### src/rtl/spso_pkg.sv
package spso_pkg;

  // configuration register indexes
  localparam int CfgIdxW = 2;
  localparam int CfgDataW = 9;
  localparam logic [CfgIdxW-1:0] REG_ROW_COUNT = 2'd0;
  localparam logic [CfgIdxW-1:0] REG_COL_COUNT = 2'd1;
  localparam logic [CfgIdxW-1:0] REG_SCAN_STYLE = 2'd2;

  localparam int DimW = 9;
  localparam int CoordW = 8;
  localparam int StyleW = 4;
  localparam int IndexW = 9;

  // scan style codes
  localparam logic [StyleW-1:0] STYLE_HOLD = 4'd0;
  localparam logic [StyleW-1:0] STYLE_COL_TL = 4'd1;
  localparam logic [StyleW-1:0] STYLE_ROW_TL = 4'd2;
  localparam logic [StyleW-1:0] STYLE_COL_TR = 4'd3;
  localparam logic [StyleW-1:0] STYLE_ROW_TR = 4'd4;
  localparam logic [StyleW-1:0] STYLE_COL_BL = 4'd5;
  localparam logic [StyleW-1:0] STYLE_ROW_BL = 4'd6;
  localparam logic [StyleW-1:0] STYLE_COL_BR = 4'd7;
  localparam logic [StyleW-1:0] STYLE_ROW_BR = 4'd8;

  // decoded grid geometry and style
  typedef struct packed {
    logic [CoordW-1:0] row_max;
    logic [CoordW-1:0] col_max;
    logic              active;
    logic              from_right;
    logic              from_bottom;
    logic              col_major;
  } spso_geom_t;

  typedef struct packed {
    logic [CoordW-1:0] col;
    logic [CoordW-1:0] row;
  } spso_pos_t;

endpackage

### src/rtl/spso_if.sv
interface spso_in_if;
  import spso_pkg::*;
  logic valid;
  logic ready;
  logic restart;
  modport source (output valid, output restart, input ready);
  modport sink (input valid, input restart, output ready);
endinterface

interface spso_out_if;
  import spso_pkg::*;
  logic              valid;
  logic              ready;
  logic [CoordW-1:0] col;
  logic [CoordW-1:0] row;
  logic [IndexW-1:0] chain_index;
  logic              last;
  modport source (output valid, output col, output row, output chain_index, output last,
                  input ready);
  modport sink (input valid, input col, input row, input chain_index, input last,
                output ready);
endinterface

### src/rtl/spso_cfg.sv
module spso_cfg
  import spso_pkg::*;
#(
  parameter int MAX_CARDS = 256,
  localparam int CntW = $clog2(MAX_CARDS + 1)
) (
  input  logic                clk,
  input  logic                rst,
  input  logic                cfg_we,
  input  logic [CfgIdxW-1:0]  cfg_index,
  input  logic [CfgDataW-1:0] cfg_data,
  output spso_geom_t          geom,
  output logic [CntW-1:0]     total
);

  localparam logic [2*DimW-1:0] MaxCards = (2*DimW)'(MAX_CARDS);

  logic [DimW-1:0]   row_count;
  logic [DimW-1:0]   col_count;
  logic [StyleW-1:0] scan_style;
  logic [2*DimW-1:0] grid_size;

  always_ff @(posedge clk) begin
    if (rst) begin
      row_count  <= DimW'(1);
      col_count  <= DimW'(1);
      scan_style <= STYLE_COL_TL;
    end else if (cfg_we) begin
      unique case (cfg_index)
        REG_ROW_COUNT:  row_count <= cfg_data;
        REG_COL_COUNT:  col_count <= cfg_data;
        REG_SCAN_STYLE: scan_style <= cfg_data[StyleW-1:0];
        default: ;
      endcase
    end
  end

  // zero counts as one, anything past 256 as 256
  function automatic logic [CoordW-1:0] dim_max(input logic [DimW-1:0] v);
    logic [CoordW-1:0] m;
    if (v == '0) m = '0;
    else if (v[DimW-1]) m = '1;
    else m = v[CoordW-1:0] - CoordW'(1);
    return m;
  endfunction

  always_comb begin
    geom.row_max     = dim_max(row_count);
    geom.col_max     = dim_max(col_count);
    geom.active      = 1'b1;
    geom.from_right  = 1'b0;
    geom.from_bottom = 1'b0;
    geom.col_major   = scan_style[0];
    unique case (scan_style)
      STYLE_COL_TL, STYLE_ROW_TL: ;
      STYLE_COL_TR, STYLE_ROW_TR: geom.from_right = 1'b1;
      STYLE_COL_BL, STYLE_ROW_BL: geom.from_bottom = 1'b1;
      STYLE_COL_BR, STYLE_ROW_BR: begin
        geom.from_right  = 1'b1;
        geom.from_bottom = 1'b1;
      end
      default: geom.active = 1'b0;
    endcase
  end

  assign grid_size = (2*DimW)'({1'b0, geom.row_max} + DimW'(1))
                   * (2*DimW)'({1'b0, geom.col_max} + DimW'(1));
  assign total = (grid_size > MaxCards) ? CntW'(MaxCards) : CntW'(grid_size);

endmodule

### src/rtl/spso_step.sv
module spso_step
  import spso_pkg::*;
(
  input  spso_geom_t geom,
  input  logic       load,
  input  spso_pos_t  cur,
  output spso_pos_t  nxt
);

  logic parity;
  logic inc;

  always_comb begin
    nxt    = cur;
    parity = 1'b0;
    inc    = 1'b0;
    if (load) begin
      nxt.col = (geom.active && geom.from_right) ? geom.col_max : '0;
      nxt.row = (geom.active && geom.from_bottom) ? geom.row_max : '0;
    end else if (geom.active) begin
      if (geom.col_major) begin
        // column parity relative to the start column
        parity = cur.col[0] ^ (geom.from_right & geom.col_max[0]);
        inc    = !parity ^ geom.from_bottom;
        if (inc && cur.row < geom.row_max) nxt.row = cur.row + CoordW'(1);
        else if (!inc && cur.row != '0) nxt.row = cur.row - CoordW'(1);
        else nxt.col = geom.from_right ? cur.col - CoordW'(1) : cur.col + CoordW'(1);
      end else begin
        parity = cur.row[0] ^ (geom.from_bottom & geom.row_max[0]);
        inc    = !parity ^ geom.from_right;
        if (inc && cur.col < geom.col_max) nxt.col = cur.col + CoordW'(1);
        else if (!inc && cur.col != '0) nxt.col = cur.col - CoordW'(1);
        else nxt.row = geom.from_bottom ? cur.row - CoordW'(1) : cur.row + CoordW'(1);
      end
    end
  end

endmodule

### src/rtl/serpentine_panel_scan_order.sv
// Serpentine panel scan order: every input transfer yields exactly one output transfer with
// the column, row, 1-based chain index and last flag of the next panel in a daisy chain over
// a row_count by col_count grid. A transfer with restart set, the first after reset, or the
// first after the last panel of a run loads the start corner of scan_style; any other takes
// one snake step. Styles 1..8 pick major axis (odd column-major, even row-major) and start
// corner; style 0 and codes above 8 hold at (0,0) while the index still counts. A run is
// min(rows*cols, MAX_CARDS) long. Throughput is one item per clock while scan_out is ready: the
// position registers double as the output register, so an item transfers in while the previous
// result is being taken, and a result appears in the cycle after its input transfer. Write the
// configuration only while no result is pending.
module serpentine_panel_scan_order
  import spso_pkg::*;
#(
  parameter int MAX_CARDS = 256
) (
  input  logic                clk,
  input  logic                rst,
  input  logic                cfg_we,
  input  logic [CfgIdxW-1:0]  cfg_index,
  input  logic [CfgDataW-1:0] cfg_data,
  spso_in_if.sink             scan_in,
  spso_out_if.source          scan_out
);

  localparam int CntW = $clog2(MAX_CARDS + 1);

  spso_geom_t      geom;
  logic [CntW-1:0] total;

  // current position and count, also the output register
  spso_pos_t       cur;
  spso_pos_t       cur_next;
  logic [CntW-1:0] step_count;
  logic [CntW-1:0] step_count_next;
  logic            last;
  logic            out_valid;

  logic            in_xfer;
  logic            load;
  logic [31:0]     count_wide;

  spso_cfg #(.MAX_CARDS(MAX_CARDS)) u_cfg (
    .clk       (clk),
    .rst       (rst),
    .cfg_we    (cfg_we),
    .cfg_index (cfg_index),
    .cfg_data  (cfg_data),
    .geom      (geom),
    .total     (total)
  );

  // new run on request, when no run is open, or once the run is used up
  assign load = scan_in.restart || (step_count == '0) || (step_count >= total);

  spso_step u_step (
    .geom (geom),
    .load (load),
    .cur  (cur),
    .nxt  (cur_next)
  );

  assign step_count_next = load ? CntW'(1) : step_count + CntW'(1);

  // take a new item whenever the result slot is empty or draining this clock
  assign scan_in.ready = !out_valid || scan_out.ready;
  assign in_xfer       = scan_in.valid && scan_in.ready;

  always_ff @(posedge clk) begin
    if (rst) begin
      cur        <= '0;
      step_count <= '0;
      out_valid  <= 1'b0;
      last       <= 1'b0;
    end else if (in_xfer) begin
      cur        <= cur_next;
      step_count <= step_count_next;
      last       <= (step_count_next == total);
      out_valid  <= 1'b1;
    end else if (scan_out.ready) begin
      out_valid  <= 1'b0;
    end
  end

  // chain index is the low bits of the count
  assign count_wide = 32'(step_count);

  assign scan_out.valid       = out_valid;
  assign scan_out.col         = cur.col;
  assign scan_out.row         = cur.row;
  assign scan_out.chain_index = count_wide[IndexW-1:0];
  assign scan_out.last        = last;

  // an accepted item always opens or extends a run
  a_count_nonzero: assert property (@(posedge clk) disable iff (rst)
    in_xfer |=> (step_count != '0) && out_valid)
    else $error("count zero after accepted item");

  // restart always lands on the first chain position
  a_restart_first: assert property (@(posedge clk) disable iff (rst)
    in_xfer && scan_in.restart |=> step_count == CntW'(1))
    else $error("restart did not reload the run");

  // the count never passes the run length
  a_count_bound: assert property (@(posedge clk) disable iff (rst)
    in_xfer && !load |-> step_count < total)
    else $error("step taken past end of run");

  // an empty result slot never blocks the input side
  a_ready_when_empty: assert property (@(posedge clk) disable iff (rst)
    !out_valid |-> scan_in.ready)
    else $error("input stalled with empty output");

endmodule

### src/flat_wrapper.sv
// flat-port wrapper written by rule: the top's interface ports become plain ports
module serpentine_panel_scan_order_flat import spso_pkg::*;
#(
  parameter int MAX_CARDS = 256
)
  (clk, rst, cfg_we, cfg_index, cfg_data, scan_in_valid, scan_in_restart, scan_in_ready, scan_out_valid, scan_out_col, scan_out_row, scan_out_chain_index, scan_out_last, scan_out_ready);
  spso_in_if scan_in_i ();
  spso_out_if scan_out_i ();
  input  logic clk;
  input  logic rst;
  input  logic cfg_we;
  input  logic [CfgIdxW-1:0] cfg_index;
  input  logic [CfgDataW-1:0] cfg_data;
  input wire logic [$bits(scan_in_i.valid)-1:0] scan_in_valid;
  input wire logic [$bits(scan_in_i.restart)-1:0] scan_in_restart;
  output wire logic [$bits(scan_in_i.ready)-1:0] scan_in_ready;
  output wire logic [$bits(scan_out_i.valid)-1:0] scan_out_valid;
  output wire logic [$bits(scan_out_i.col)-1:0] scan_out_col;
  output wire logic [$bits(scan_out_i.row)-1:0] scan_out_row;
  output wire logic [$bits(scan_out_i.chain_index)-1:0] scan_out_chain_index;
  output wire logic [$bits(scan_out_i.last)-1:0] scan_out_last;
  input wire logic [$bits(scan_out_i.ready)-1:0] scan_out_ready;
  assign scan_in_i.valid = scan_in_valid;
  assign scan_in_i.restart = scan_in_restart;
  assign scan_in_ready = scan_in_i.ready;
  assign scan_out_valid = scan_out_i.valid;
  assign scan_out_col = scan_out_i.col;
  assign scan_out_row = scan_out_i.row;
  assign scan_out_chain_index = scan_out_i.chain_index;
  assign scan_out_last = scan_out_i.last;
  assign scan_out_i.ready = scan_out_ready;
  serpentine_panel_scan_order #(.MAX_CARDS(MAX_CARDS)) u_core (.clk(clk), .rst(rst), .cfg_we(cfg_we), .cfg_index(cfg_index), .cfg_data(cfg_data), .scan_in(scan_in_i), .scan_out(scan_out_i));
endmodule
### config.mk
export PLATFORM = sky130hd
export DESIGN_NAME = serpentine_panel_scan_order_flat
export DESIGN_NICKNAME = d
export VERILOG_FILES = /design/src/rtl/spso_pkg.sv /design/src/rtl/spso_if.sv /design/src/rtl/spso_cfg.sv /design/src/rtl/spso_step.sv /design/src/rtl/serpentine_panel_scan_order.sv /design/src/flat_wrapper.sv
export SDC_FILE = /design/constraint.sdc
export NUM_CORES = 1
export LEC_CHECK = 0
export BUFFER_PORTS_ARGS = -buffer_cell sky130_fd_sc_hd__clkbuf_2
export CORE_UTILIZATION = 51
export CTS_CLUSTER_SIZE = 30
export DETAILED_ROUTE_END_ITERATION = 6
export PLACE_DENSITY_LB_ADDON = 0.1
export SLEW_MARGIN = 20
export SYNTH_ARGS = -nofsm -noshare
export SYNTH_HDL_FRONTEND = slang
export SYNTH_HIERARCHICAL = 1
export SYNTH_SLANG_ARGS = --single-unit
### constraint.sdc
create_clock -name clk -period 10.19 [get_ports clk]
set_input_delay 0.5095 -clock clk [delete_from_list [all_inputs] [get_ports clk]]
set_output_delay 0.5095 -clock clk [all_outputs]
set_load 0.03 [all_outputs]
# Word level (Yosys, flattened, before mapping)
# Cells that the tools add are included.
[totals]
ff_bits = 49
inputBits = 17
output_inout_bits = 28
word_cells = 102
[classes]
addsub = 9
n_mul = 1
n_lt_le_gt_ge = 4
eq_ne = 16
muxes = 26
bitwise = 6
n_reduce_logical = 32
[op_table]
columns = ["cell", "n"]
rows = [
  ["$mux W8", 16],
  ["$mux W16", 3],
  ["$sub A8 B1 Y8 const B", 4],
  ["$logic_not A9 Y1", 3],
  ["$add A8 B1 Y9 const B", 2],
  ["$gt A18 B9 Y1 const B", 1],
  ["$mul A9 B9 Y18", 1],
  ["$mux W9", 2],
  ["$add A8 B1 Y8 const B", 2],
  ["$eq A4 B3 Y1 const B", 4],
  ["$lt A8 B8 Y1", 2],
  ["$reduce_bool A8 Y1", 2],
  ["$reduce_and A5 Y1", 2],
  ["$add A9 B1 Y9 const B", 1],
  ["$eq A9 B9 Y1", 1],
  ["$ge A9 B9 Y1", 1],
  ["$eq A4 B2 Y1 const B", 2],
  ["$reduce_or A4 Y1", 2],
  ["$reduce_or A8 Y1", 1],
  ["$logic_and A1 B1 Y1", 7],
  ["$ne A3 B1 Y1 const B", 2],
  ["$ne A3 B2 Y1 const B", 2],
  ["$reduce_and A2 Y1", 3],
  ["$logic_not A1 Y1", 5],
  ["12 further kinds", 23],
]

# Depth between registers and ports, before layout
[logic_depth]
ltp_word = 14
mapped_depth = 46
mapped_depth_nobuf = 44

# By module
# The synthesis kept the hierarchy.
[by_module_without_submodules]
columns = ["module", "n_inst", "cells_per_inst", "area_per_inst_um2", "seq_area_each_um2"]
rows = [
  ["spso_cfg", 1, 537, 4309.1, 440.4],
  ["spso_step", 1, 318, 2109.5, 0.0],
  ["serpentine_panel_scan_order", 1, 213, 1636.6, 540.5],
]

# Worst setup path after synthesis
# OpenSTA, ideal clock, no wires.
[synth_timing]
path_kind = "register -> register"
startpoint = "register u_core.u_cfg.col_count[0]"
endpoint = "register u_core/scan_out.col[7] (netlist name)"
setup_ns = 0.070
arrival_ns = 9.646
t_required_ns = 10.120
path_slack_ns = 0.474
path_stages_with_launch = 41
n_path_buf = 4
period_less_slack_ns = 9.716
path_cell_list = "dfxtp_1 -> inv_1 -> ha_1 -> or4b_1 -> nor4_4 -> nand2_1 -> o21ai_2 -> inv_1 -> ha_1 -> or4b_1 -> or3_1 -> buf_2 -> or2_1 -> fa_1 -> fa_1 -> inv_1 -> fa_1 -> inv_1 -> (+5 left out) -> xor2_1 -> or4_1 -> nor4_2 -> and4_1 -> inv_1 -> ha_1 -> and4_4 -> a22oi_1 -> nor4b_4 -> and2_4 -> inv_2 -> buf_6 -> buf_6 -> dlygate4sd3_1 -> o21bai_1 -> a32oi_1 -> nand2_1 -> a21oi_1"
[synth_rtl]
columns = ["item", "line_no", "text"]
rows = [
  ["start: declaration", "spso_cfg.sv:19", "logic [DimW-1:0] col_count;"],
  ["start signal: assignment", "spso_cfg.sv:26", "col_count <= DimW'(1);"],
  ["start signal: assignment", "spso_cfg.sv:31", "REG_COL_COUNT: col_count <= cfg_data;"],
]

==> out/results.tsv <==
metric	value	unit
Syn Nets	1208	
flops & latches, synth	49	
post-synthesis cell count	1068	
Routed WL	21.4	mm
Final Core Density	56.9	%
cell count along the critical path	40	
hpwl dp	16.3	mm
Cell Area, Synth	8060	um^2
setup TNS	0	ns
FP Rows	45	
area share of the largest cell type after synthesis	12.4	%
DRT antenna net count	0	
skew final	0.00690	ns
largest net degree at the start of global routing	51	
Primary FF master, synth	dfxtp_1	
top cells by count, synth	136 x nor2_1, 128 x inv_1, 110 x nand2_1, 73 x ha_1, 58 x a21oi_1	
Worst Reg2Reg Path Length in Cells	40	
r2r endpoint	u_core/scan_out.col[3]	
root buffer cell	clkbuf_16	
first-pass GRT wire length	35.4	mm
Die Width	128	um
Leakage	3.98	nW
critical path launch point type	flop	
All-Layer GR Usage	27.0	%
top cells by area, synth	fa_1 12%, dfxtp_1 12%, ha_1 11%	
Die ar.	16300	um^2
initial antenna violation count	0	
Yosys warning count	6	
die height	128	um
clock-pin slew on the worst setup and hold paths	0.08	ns
Starting DRT DRC Count	674	
WL/cell	16.3	um
Max FO, Critical Path	7	
Via density	5.88	
peak supply drop	0.0000736	V
GRT overflow	0	
syn_area_per_cell	7.54	um^2
sequential share of the synthesized area	12.2	%
CTS tree	built	
Max Buffers Root-to-Sink	2	
I/O pins	45	
DRC	4	
vias in the first global route	7050	
DR vias	7714	
Worst Max-Slew Pin Slew	1.04	ns
multi-input logic area	6420	um^2
Crit path max-delay family	simple AND/OR/NAND/NOR gates	
final period utilization	94.9	%
final hold violation count	0	
asr flop ratio synth	0	%
Crit. End Element	flop	
Fillers	1473	
slowest cell delay on critical path	0.56	ns
violated checks	design-rule violations	
reg-to-reg startpoint	u_core/u_cfg/col_count[0]	
largest area contributor in the netlist	fa_1	
area grow syn2layout	8.22	%
CTS Hold Buffers Added	0	
gpl congestion	0.933	
most frequent cell after synthesis	nor2_1	
EDFF count, synth	0	
initial core utilization	52.6	%
max-slew violations	0	
TritonCTS Buffers	5	
Hold Startpoint	scan_in_valid	
Hold/Removal Path Class	in2reg	
cell mode on critical path	inv_1	
Hold Path End	u_core/scan_out.valid	
Buffers on Ports	44	
max-cap violation count	0	
register area	981	um^2
Core ar.	15300	um^2
drt pass-1 iters	7	
Critical path buffers and inverters	7	
post-synth cell types	95	
R2R setup slack	0.52	ns
RSZ-0062 raised after global routing	no	
Clock Latency Late Sink	0.31	ns
Max Fclk	103	MHz
outcome	finished, violations left	
fin crit period	9.67	ns
power density over cell area	102	nW/um^2
H-tree depth	2	
Hold Path Depth	3	
Arr. time, crit path	9.84	ns
# diodes	0	
Nets	1241	
relative slew slack	30.4	%
critical path class	reg2reg	
Worst Path Required	10.36	ns
slowest stage cell, crit path	fa_1	
clk sinks	49	
final setup fails	0	
share of post-route cells with drive strength above 1	12.0	%
==> cells in the final DEF (no fill, tap or decap), drive strengths merged, types with 10 or more instances in the layout <==
cell type / n
nor2: 138
inv: 131
nand2: 110
ha: 73
a21oi: 59
o21ai: 52
fa: 50
dfxtp: 49
clkbuf: 49
xnor2: 32
mux2i: 30
nand3: 27
buf: 23
nor3: 21
xor2: 21
or2: 19
and3: 14
nor4: 12
nand2b: 11
a22oi: 10
a31oi: 10
==> worst reg2reg max path, delay by kind of cell, from the launching register on <==
kind	cells	cell delay, ns
AO/OA/AOI/OAI	7	1.20
XOR/XNOR	1	0.16
adder cells (fa/ha/maj)	8	3.19
buffers and inverters	7	0.46
flip-flops	1	0.40
AND/OR/NAND/NOR	17	4.12
==> cell families (layout without fill, tap and decap cells) <==
kind of cell	after synthesis	count (layout)	share of synthesized area, %
muxes	31	31	3.87
and+or+nand+nor	417	418	26.3
xor gates and xnor gates	53	53	5.95
AOI/OAI and AO/OA	223	223	18.8
DFF	49	49	12.2
buffers and inverters	172	205	9.10
adders and majority gates	123	123	23.8
==> what timing repair did <==
action / in CTS / in global routing
setup endpoints to repair: 0 / 20
gates resized for setup: 0 / 16
buffers inserted: 0 / 2
==> registers in the layout (all words and copies together) (netlist names) <==
signal                       flops
u_core/u_cfg/row_count           9
u_core/scan_out.chain_index      9
u_core/u_cfg/scan_style          4
u_core/scan_out.row              8
u_core/scan_out.valid            1
u_core/scan_out.col              8
u_core/scan_out.last             1
u_core/u_cfg/col_count           9
==> how the worst max path moves through the flow <==
stage,from,endpoint,slack [ns]
after global routing,u_core/u_cfg/col_count[0],u_core/scan_out.col[3],0.003
after global placement,u_core/u_cfg/col_count[0],u_core/scan_out.col[6],0.28
final,u_core/u_cfg/col_count[0],u_core/scan_out.col[3],0.52
after CTS,u_core/u_cfg/col_count[0],u_core/scan_out.col[3],0.08
after floorplan,u_core/u_cfg/col_count[0],u_core/scan_out.col[7],0.47
after detailed placement,u_core/u_cfg/col_count[0],u_core/scan_out.col[3],0.1
==> through the flow <==
| step | worst slack, ns | instance area (um^2) | total power, mW | instances | hold slack, ns |
|---|---|---|---|---|---|
| after floorplan | 0.474 | 8060 | 0.563 | 1068 | 0.495 |
| after global placement | 0.284 | 8460 | 0.669 | 1302 | 0.466 |
| after detailed placement | 0.0983 | 8460 | 0.670 | 1302 | 0.466 |
| after CTS | 0.0840 | 8630 | 0.878 | 1310 | 0.431 |
| after global routing | 0.00312 | 8720 | 0.960 | 1313 | 0.448 |
| final | 0.517 | 8720 | 0.893 | 1313 | 0.438 |
==> routing by layer <==
layer	track usage [%]	part of all wire, %
met5	0	0
met4	7.68	1.8
met3	3.71	6.3
met2	42.2	44
met1	38.7	48
==> area by class of cell <==
cell class / count / area share [%]
flip-flops and latches: 49 / 11.3
clock buffers: 5 / 1.44
repair buffers: 67 / 4.55
inverters: 130 / 5.60
multi-input cells: 848 / 73.6
well taps: 211 / 3.03
clock inverters: 3 / 0.502
==> where the power goes <==
group	internal, mW	switching, mW
Sequential	0.197	0.0109
Combinational	0.189	0.291
Clock	0.117	0.0882
Total	0.502	0.391
(Power assumes the default switching activity.)
